### config.mk
export PLATFORM = sky130hd
export DESIGN_NAME = hci_trace_log_framer_top
export DESIGN_NICKNAME = d
export VERILOG_FILES = /design/src/rtl/hci_tlf_pkg.sv /design/src/rtl/hci_tlf_in_reg.sv /design/src/rtl/hci_tlf_core.sv /design/src/rtl/hci_tlf_out_reg.sv /design/src/rtl/hci_trace_log_framer_top.sv
export SDC_FILE = /design/constraint.sdc
export NUM_CORES = 1
export LEC_CHECK = 0
export ABC_AREA = 1
export BUFFER_PORTS_ARGS = -buffer_cell sky130_fd_sc_hd__buf_2
export CORE_MARGIN = 5
export CORE_UTILIZATION = 45
export DETAILED_ROUTE_END_ITERATION = 6
export PLACE_DENSITY = 0.69
export SYNTH_ARGS = -nofsm -noshare
export SYNTH_HDL_FRONTEND = slang
export SYNTH_HIERARCHICAL = 1
export SYNTH_SLANG_ARGS = --single-unit
export TNS_END_PERCENT = 1
### constraint.sdc
create_clock -name clk_i -period 7.3 [get_ports clk_i]
set_clock_uncertainty 0.15 [all_clocks]
set_input_delay 0.365 -clock clk_i [delete_from_list [all_inputs] [get_ports clk_i]]
set_output_delay 0.365 -clock clk_i [all_outputs]
set_load 0.02 [all_outputs]
### src/rtl/hci_tlf_pkg.sv
// Shared types and constants of the trace log framer.
// No dependencies.
package hci_tlf_pkg;

  localparam int unsigned InTdataW  = 40;
  localparam int unsigned OutTdataW = 8;

  localparam logic [7:0] SyncA      = 8'hF5;
  localparam logic [7:0] SyncB      = 8'h5A;
  localparam logic [7:0] EvtCodeMax = 8'h3E;
  localparam logic [7:0] EvtCodeAny = 8'hFF;

  localparam logic [7:0] PtCmd = 8'h01;
  localparam logic [7:0] PtAcl = 8'h02;
  localparam logic [7:0] PtEvt = 8'h04;

  localparam logic [7:0] FtCmd    = 8'h01;
  localparam logic [7:0] FtAclOut = 8'h02;
  localparam logic [7:0] FtAclIn  = 8'h04;
  localparam logic [7:0] FtEvt    = 8'h08;
  localparam logic [7:0] FtNone   = 8'h00;

  typedef struct packed {
    logic        first;
    logic [7:0]  ptype;
    logic        dir;
    logic [15:0] len;
    logic [7:0]  data;
  } item_t;

  typedef struct packed {
    logic [7:0] data;
    logic       last;
  } beat_t;

endpackage

### src/rtl/hci_tlf_in_reg.sv
// Input holding register of the trace log framer.
// Depends on hci_tlf_pkg.
module hci_tlf_in_reg (
  input  logic               clk_i,
  input  logic               rst_ni,
  input  logic               s_valid_i,
  output logic               s_ready_o,
  input  hci_tlf_pkg::item_t item_i,
  input  logic               consume_i,
  output logic               valid_o,
  output hci_tlf_pkg::item_t item_o
);
  import hci_tlf_pkg::*;

  logic  valid_q, valid_d;
  item_t item_q;

  assign s_ready_o = !valid_q || consume_i;

  always_comb begin
    valid_d = valid_q;
    if (s_valid_i && s_ready_o) begin
      valid_d = 1'b1;
    end else if (consume_i) begin
      valid_d = 1'b0;
    end
  end

  always_ff @(posedge clk_i or negedge rst_ni) begin
    if (!rst_ni) begin
      valid_q <= 1'b0;
    end else begin
      valid_q <= valid_d;
    end
  end

  always_ff @(posedge clk_i) begin
    if (s_valid_i && s_ready_o) begin
      item_q <= item_i;
    end
  end

  assign valid_o = valid_q;
  assign item_o  = item_q;

endmodule

### src/rtl/hci_tlf_core.sv
// Filter and byte sequencer of the trace log framer: frame state and checksum.
// Depends on hci_tlf_pkg.
module hci_tlf_core (
  input  logic               clk_i,
  input  logic               rst_ni,
  input  logic               valid_i,
  input  hci_tlf_pkg::item_t item_i,
  input  logic               out_space_i,
  output logic               consume_o,
  output logic               emit_o,
  output hci_tlf_pkg::beat_t beat_o
);
  import hci_tlf_pkg::*;

  // header steps of a first item
  localparam logic [2:0] StepSyncA = 3'd0;
  localparam logic [2:0] StepSyncB = 3'd1;
  localparam logic [2:0] StepType  = 3'd2;
  localparam logic [2:0] StepLenLo = 3'd3;
  localparam logic [2:0] StepLenHi = 3'd4;
  localparam logic [2:0] StepBody  = 3'd5;
  localparam logic [2:0] StepSum   = 3'd6;
  // steps of a payload item
  localparam logic [2:0] StepData  = 3'd0;
  localparam logic [2:0] StepClose = 3'd1;

  logic        open_q, open_d;
  logic [15:0] left_q, left_d;
  logic [7:0]  sum_q, sum_d;
  logic [2:0]  step_q, step_d;

  logic [7:0] ftype;
  logic       evt_drop, none, last, close;
  logic [7:0] byte_c, sum_cur;

  always_comb begin
    ftype = FtNone;
    if (!item_i.dir) begin
      if (item_i.ptype == PtCmd) ftype = FtCmd;
      else if (item_i.ptype == PtAcl) ftype = FtAclOut;
    end else begin
      if (item_i.ptype == PtAcl) ftype = FtAclIn;
      else if (item_i.ptype == PtEvt) ftype = FtEvt;
    end
  end

  assign evt_drop = (item_i.ptype == PtEvt) && (item_i.data > EvtCodeMax) &&
                    (item_i.data != EvtCodeAny);
  assign none     = item_i.first ? (evt_drop || (ftype == FtNone)) : !open_q;
  assign sum_cur  = (item_i.first && (step_q == StepSyncA)) ? 8'h00 : sum_q;

  always_comb begin
    byte_c = item_i.data;
    last   = 1'b0;
    close  = 1'b0;
    if (item_i.first) begin
      case (step_q)
        StepSyncA: byte_c = SyncA;
        StepSyncB: byte_c = SyncB;
        StepType:  byte_c = ftype;
        StepLenLo: byte_c = item_i.len[7:0];
        StepLenHi: byte_c = item_i.len[15:8];
        StepBody: begin
          if (item_i.len == 16'd0) begin
            byte_c = sum_cur;
            close  = 1'b1;
          end
          last = (item_i.len != 16'd1);
        end
        StepSum: begin
          byte_c = sum_cur;
          close  = 1'b1;
          last   = 1'b1;
        end
        default: begin
          byte_c = sum_cur;
          close  = 1'b1;
          last   = 1'b1;
        end
      endcase
    end else begin
      case (step_q)
        StepData:  last = (left_q != 16'd1);
        StepClose: begin
          byte_c = sum_cur;
          close  = 1'b1;
          last   = 1'b1;
        end
        default: begin
          byte_c = sum_cur;
          close  = 1'b1;
          last   = 1'b1;
        end
      endcase
    end
  end

  assign emit_o    = valid_i && !none && out_space_i;
  assign consume_o = valid_i && (none || (out_space_i && last));
  assign beat_o    = '{data: byte_c, last: close};

  always_comb begin
    open_d = open_q;
    left_d = left_q;
    sum_d  = sum_q;
    step_d = step_q;
    if (valid_i && none && item_i.first) begin
      open_d = 1'b0;
      left_d = 16'd0;
      sum_d  = 8'h00;
    end
    if (emit_o) begin
      step_d = last ? 3'd0 : step_q + 3'd1;
      if (close) begin
        open_d = 1'b0;
        left_d = 16'd0;
        sum_d  = 8'h00;
      end else begin
        sum_d = sum_cur + byte_c;
        if (item_i.first && (step_q == StepBody)) begin
          open_d = last;
          left_d = item_i.len - 16'd1;
        end else if (!item_i.first) begin
          left_d = left_q - 16'd1;
        end
      end
    end
  end

  always_ff @(posedge clk_i or negedge rst_ni) begin
    if (!rst_ni) begin
      open_q <= 1'b0;
      left_q <= 16'd0;
      sum_q  <= 8'h00;
      step_q <= 3'd0;
    end else begin
      open_q <= open_d;
      left_q <= left_d;
      sum_q  <= sum_d;
      step_q <= step_d;
    end
  end

endmodule

### src/rtl/hci_tlf_out_reg.sv
// Output register of the trace log framer.
// Depends on hci_tlf_pkg.
module hci_tlf_out_reg (
  input  logic               clk_i,
  input  logic               rst_ni,
  input  logic               emit_i,
  input  hci_tlf_pkg::beat_t beat_i,
  output logic               space_o,
  input  logic               m_ready_i,
  output logic               m_valid_o,
  output hci_tlf_pkg::beat_t beat_o
);
  import hci_tlf_pkg::*;

  logic  valid_q, valid_d;
  beat_t beat_q;

  assign space_o = !valid_q || m_ready_i;

  always_comb begin
    valid_d = valid_q;
    if (emit_i) begin
      valid_d = 1'b1;
    end else if (m_ready_i) begin
      valid_d = 1'b0;
    end
  end

  always_ff @(posedge clk_i or negedge rst_ni) begin
    if (!rst_ni) begin
      valid_q <= 1'b0;
    end else begin
      valid_q <= valid_d;
    end
  end

  always_ff @(posedge clk_i) begin
    if (emit_i) begin
      beat_q <= beat_i;
    end
  end

  assign m_valid_o = valid_q;
  assign beat_o    = beat_q;

endmodule

### src/rtl/hci_trace_log_framer_top.sv
// Top level of the trace log framer.
// Depends on hci_tlf_pkg, hci_tlf_in_reg, hci_tlf_core, hci_tlf_out_reg.
//
// Usage:
//   Slave stream carries one packet byte per transaction; tuser flags the
//   first byte of a packet, which also carries type, direction and length.
//   Master stream carries the framed record one byte per transaction; tlast
//   marks the checksum byte that closes a frame.
// Path: the first output byte passes the input holding register and then the
//   output register.
// Throughput: a payload byte yields one output byte, the closing payload byte
//   two (byte plus checksum). A first byte yields six (header plus checksum or
//   header plus byte), seven for a one-byte packet; a dropped packet or an
//   orphan byte yields none. The output register takes one byte per cycle
//   while the master side holds tready high.
// Reset: clears the held input, the output register and the frame state
//   (no packet open, checksum zero).
// Stall: when the master side holds tready low the output byte is held,
//   the sequencer waits (dropped bytes still pass) and the slave side drops tready once its holding
//   register is full.
module hci_trace_log_framer_top (
  input  logic        clk_i,
  input  logic        rst_ni,
  input  logic        s_axis_tvalid_i,
  output logic        s_axis_tready_o,
  // [7:0] pkt_type, [8] direction, [24:9] length, [32:25] data_byte, rest zero
  input  logic [39:0] s_axis_tdata_i,
  // [0] first_of_packet
  input  logic        s_axis_tuser_i,
  output logic        m_axis_tvalid_o,
  input  logic        m_axis_tready_i,
  // [7:0] out_byte
  output logic [7:0]  m_axis_tdata_o,
  // frame_end
  output logic        m_axis_tlast_o
);
  import hci_tlf_pkg::*;

  item_t in_item, held_item;
  beat_t core_beat, out_beat;
  logic  held_valid, consume, emit, out_space;

  assign in_item = '{first: s_axis_tuser_i,
                     ptype: s_axis_tdata_i[7:0],
                     dir:   s_axis_tdata_i[8],
                     len:   s_axis_tdata_i[24:9],
                     data:  s_axis_tdata_i[32:25]};

  hci_tlf_in_reg u_in_reg (
    .clk_i     (clk_i),
    .rst_ni    (rst_ni),
    .s_valid_i (s_axis_tvalid_i),
    .s_ready_o (s_axis_tready_o),
    .item_i    (in_item),
    .consume_i (consume),
    .valid_o   (held_valid),
    .item_o    (held_item)
  );

  hci_tlf_core u_core (
    .clk_i       (clk_i),
    .rst_ni      (rst_ni),
    .valid_i     (held_valid),
    .item_i      (held_item),
    .out_space_i (out_space),
    .consume_o   (consume),
    .emit_o      (emit),
    .beat_o      (core_beat)
  );

  hci_tlf_out_reg u_out_reg (
    .clk_i     (clk_i),
    .rst_ni    (rst_ni),
    .emit_i    (emit),
    .beat_i    (core_beat),
    .space_o   (out_space),
    .m_ready_i (m_axis_tready_i),
    .m_valid_o (m_axis_tvalid_o),
    .beat_o    (out_beat)
  );

  assign m_axis_tdata_o = out_beat.data;
  assign m_axis_tlast_o = out_beat.last;

endmodule

==> impl_metrics.csv <==
group,metric,value,unit
outcome,status,"completed",
final_layout,syn_to_final_growth,10.92,%
pwr,p_leak,2.626,nW
detailed_routing,drt_iter0_markers,319,
synthesis,syn-instance-count,608,
critical_path,path_common_cell,"nand2_1",
placement,io_buffers,48,
run,maxCapViolations,0,
detailed_routing,routed_wl,11.64,mm
timing,fmaxAchievable,0.2807,GHz
synthesis,ys.flop_type,"edfxtp_1",
global_route,grt_max_degree,41,
clocking,clkSinkCount,73,
clocking,cts_tree,"yes",
critical_path,critPathMaxStageDelay,0.96,ns
timing,hold_violations,0,
floorplan,start_util,46.54,%
detailed_routing,antenna_left,0,
synthesis,yosysTopAreaCell,"edfxtp_1",
final_layout,diodes,0,
synthesis,synth_common_cells,"nand2_1, inv_1, nand3_1, nor2_1, edfxtp_1",
timing,worst_slew_pin_slew,1.031,ns
timing,setup_viol,0,
synthesis,synth_cell_types,46,
clocking,cts_buffer_depth,2,
synthesis,synthMostInstantiatedCell,"nand2_1",
floorplan,rows,37,
timing,maxSlewHeadroom,31.10,%
clocking,clk_latency,0.35,ns
timing,rsz0062_at_grt,"no",
clocking,cts-buffers-inserted,9,
detailed_routing,via_per_inst,5.212,
synthesis,synth.cell_area,4826,um2
detailed_routing,drtPass1Iterations,5,
floorplan,core-area,10370,um2
critical_path,crit_path_end_kind,"flip-flop",
critical_path,crit_family,"buffers and inverters",
min_path,hold_start,"s_axis_tdata_i[30]",
pwr,power_density,170.8,nW/um2
timing,fin_crit,3.562,ns
critical_path,worst-path-max-fanout,25,
clocking,cts_resized,0,
global_route,grt_antenna_before_repair,0,
final_layout,drive_gt1_share,16.52,%
critical_path,r2r-start,"u_in_reg/item_o[33]$_DFFE_PP_",
timing,maxSlewViolCount,0,
synthesis,netlist.area_leader.share,26.76,%
floorplan,die_y,113.6,um
placement,gp_congestion,0.8348,
critical_path,crit_slowest_cell,"edfxtp_1",
global_route,first_global_vias,3932,
pwr,peakVddDrop,0.0001319,V
synthesis,seq_area_frac_synth,42.31,%
detailed_routing,wl_per_cell,14.62,um
timing,finalSetupTns,0,ns
synthesis,synth.net_count,671,
placement,dp_hpwl,8.714,mm
global_route,overflow,0,
detailed_routing,vias,4149,
global_route,grt_use_total,18.71,%
final_layout,fin_nets,718,
global_route,grt_pass1_wl,19.31,mm
min_path,hold_path_class,"in -> reg",
synthesis,syn_area_per_cell,7.937,um2
floorplan,die_width,113.6,um
detailed_routing,drc_errors,0,
critical_path,start_kind,"flip-flop",
clocking,clk_pin_slew,0.07,ns
pwr,finalPower,0.9142,mW
floorplan,die_area,12890,um2
clocking,htree_levels,3,
final_layout,utilization,51.62,%
critical_path,crit_start,"u_in_reg/item_o[33]$_DFFE_PP_",
synthesis,ys_warn_count,6,
critical_path,cp.buffers_inverters,2,
timing,period_share,48.80,%
synthesis,synth_edf_count,43,
timing,worst_hold_slack,0.03669,ns
critical_path,critical_path.cell_chain,"inv_1 -> nand2_1 -> nand2_1 -> nand2_1 -> inv_1 -> o21ai_0",
critical_path,required,7.40,ns
clocking,cts_root_buf,"clkbuf_8",
floorplan,ioPinCount,56,
critical_path,r2r_slack,3.74,ns
critical_path,worstPathArrival,3.66,ns
synthesis,yosys_register_bits,73,
critical_path,crit_type,"reg -> reg",
synthesis,ys_async_sr_fraction,41.10,%
synthesis,netlist_top_cells_area,"edfxtp_1, dfrtp_1, nand2_1, inv_1, nand3_1",
==> area by class of cell <==
| class | count | area [um2] |
|---|---|---|
| clock buffers | 12 | 135.1 |
| clock inverters | 4 | 43.79 |
| fillers | 1010 | 5017 |
| inverters | 96 | 371.6 |
| multi-input cells | 425 | 2332 |
| flip-flops and latches | 73 | 2042 |
| well taps | 136 | 170.2 |
| repair buffers | 50 | 257.7 |
==> stage by stage <==
stage               setup slack (ns)  instance area (um2)  instances
detailed placement             3.807                 5164        779
global route                   3.502                 5353        796
CTS                            3.777                 5353        796
finish                         3.738                 5353        796
floorplan                      3.304                 4826        608
global placement               3.822                 5164        779
==> layout by cell type, fill, tap and decap left out, drive strengths merged <==
cell	n
xnor2	7
a221oi	5
nor4	4
bufinv	1
dfrtp	30
ha	17
fa	1
a21oi	23
dlygate4sd3	1
edfxtp	43
xor2	5
o22ai	3
o21ai	27
buf	49
or2	2
clkbuf	12
o21bai	1
nand3	75
o211ai	2
nor3	9
nand2	167
o2111ai	3
a31oi	6
nor2b	1
inv	95
clkinv	4
o221ai	2
nor2	54
a21boi	2
nand4	9
==> final timing paths <==
kind | endpoint | cells past startpoint
min in group asynchronous | u_core/left_q[6]$_DFF_PN0_ | 2
setup reg to reg | u_core/step_q[0]$_DFFE_PN0P_ | 6
hold / removal | u_in_reg/item_o[5]$_DFFE_PP_ | 1
setup / recovery | u_core/step_q[0]$_DFFE_PN0P_ | 6
max in group asynchronous | u_core/left_q[15]$_DFF_PN0_ | 2
hold reg to reg | u_core/left_q[2]$_DFF_PN0_ | 2
==> cell families after synthesis <==
family | synth area share, %
adder cells (fa/ha/maj) | 4.822
buffers and inverters | 9.593
AND/OR/NAND/NOR | 32.07
flip-flops | 42.31
XOR/XNOR | 2.178
AO/OA/AOI/OAI | 9.023
==> flip-flops by register name (all words and copies together) (netlist names) <==
signal / count
u_in_reg/item_o: 34
u_core/left_q: 16
u_out_reg/beat_o: 9
u_core/sum_q: 8
u_core/step_q: 3
u_core/open_q: 1
u_in_reg/valid_o: 1
u_out_reg/m_valid_o: 1
==> power breakdown <==
group          switching, mW  leakage (nW)  total (mW)  internal [mW]
Sequential            0.0182         0.813       0.475          0.457
Clock                  0.143        0.0918       0.299          0.156
Combinational         0.0929          1.72       0.140         0.0474
==> layer usage <==
metal / routed length [um] / GRT usage, % / share of wire (%)
met2: 5174 / 28.54 / 44
met5: 0 / 0 / 0
met4: 259 / 7.853 / 2.2
met3: 905 / 3.289 / 7.8
met1: 5295 / 26.24 / 46
==> what timing repair did <==
action,CTS,global route
hold buffers,1,0
endpoints found under the hold margin,30,0
setup buffers,0,0
No activity file was read; power rests on OpenSTA's default activity.
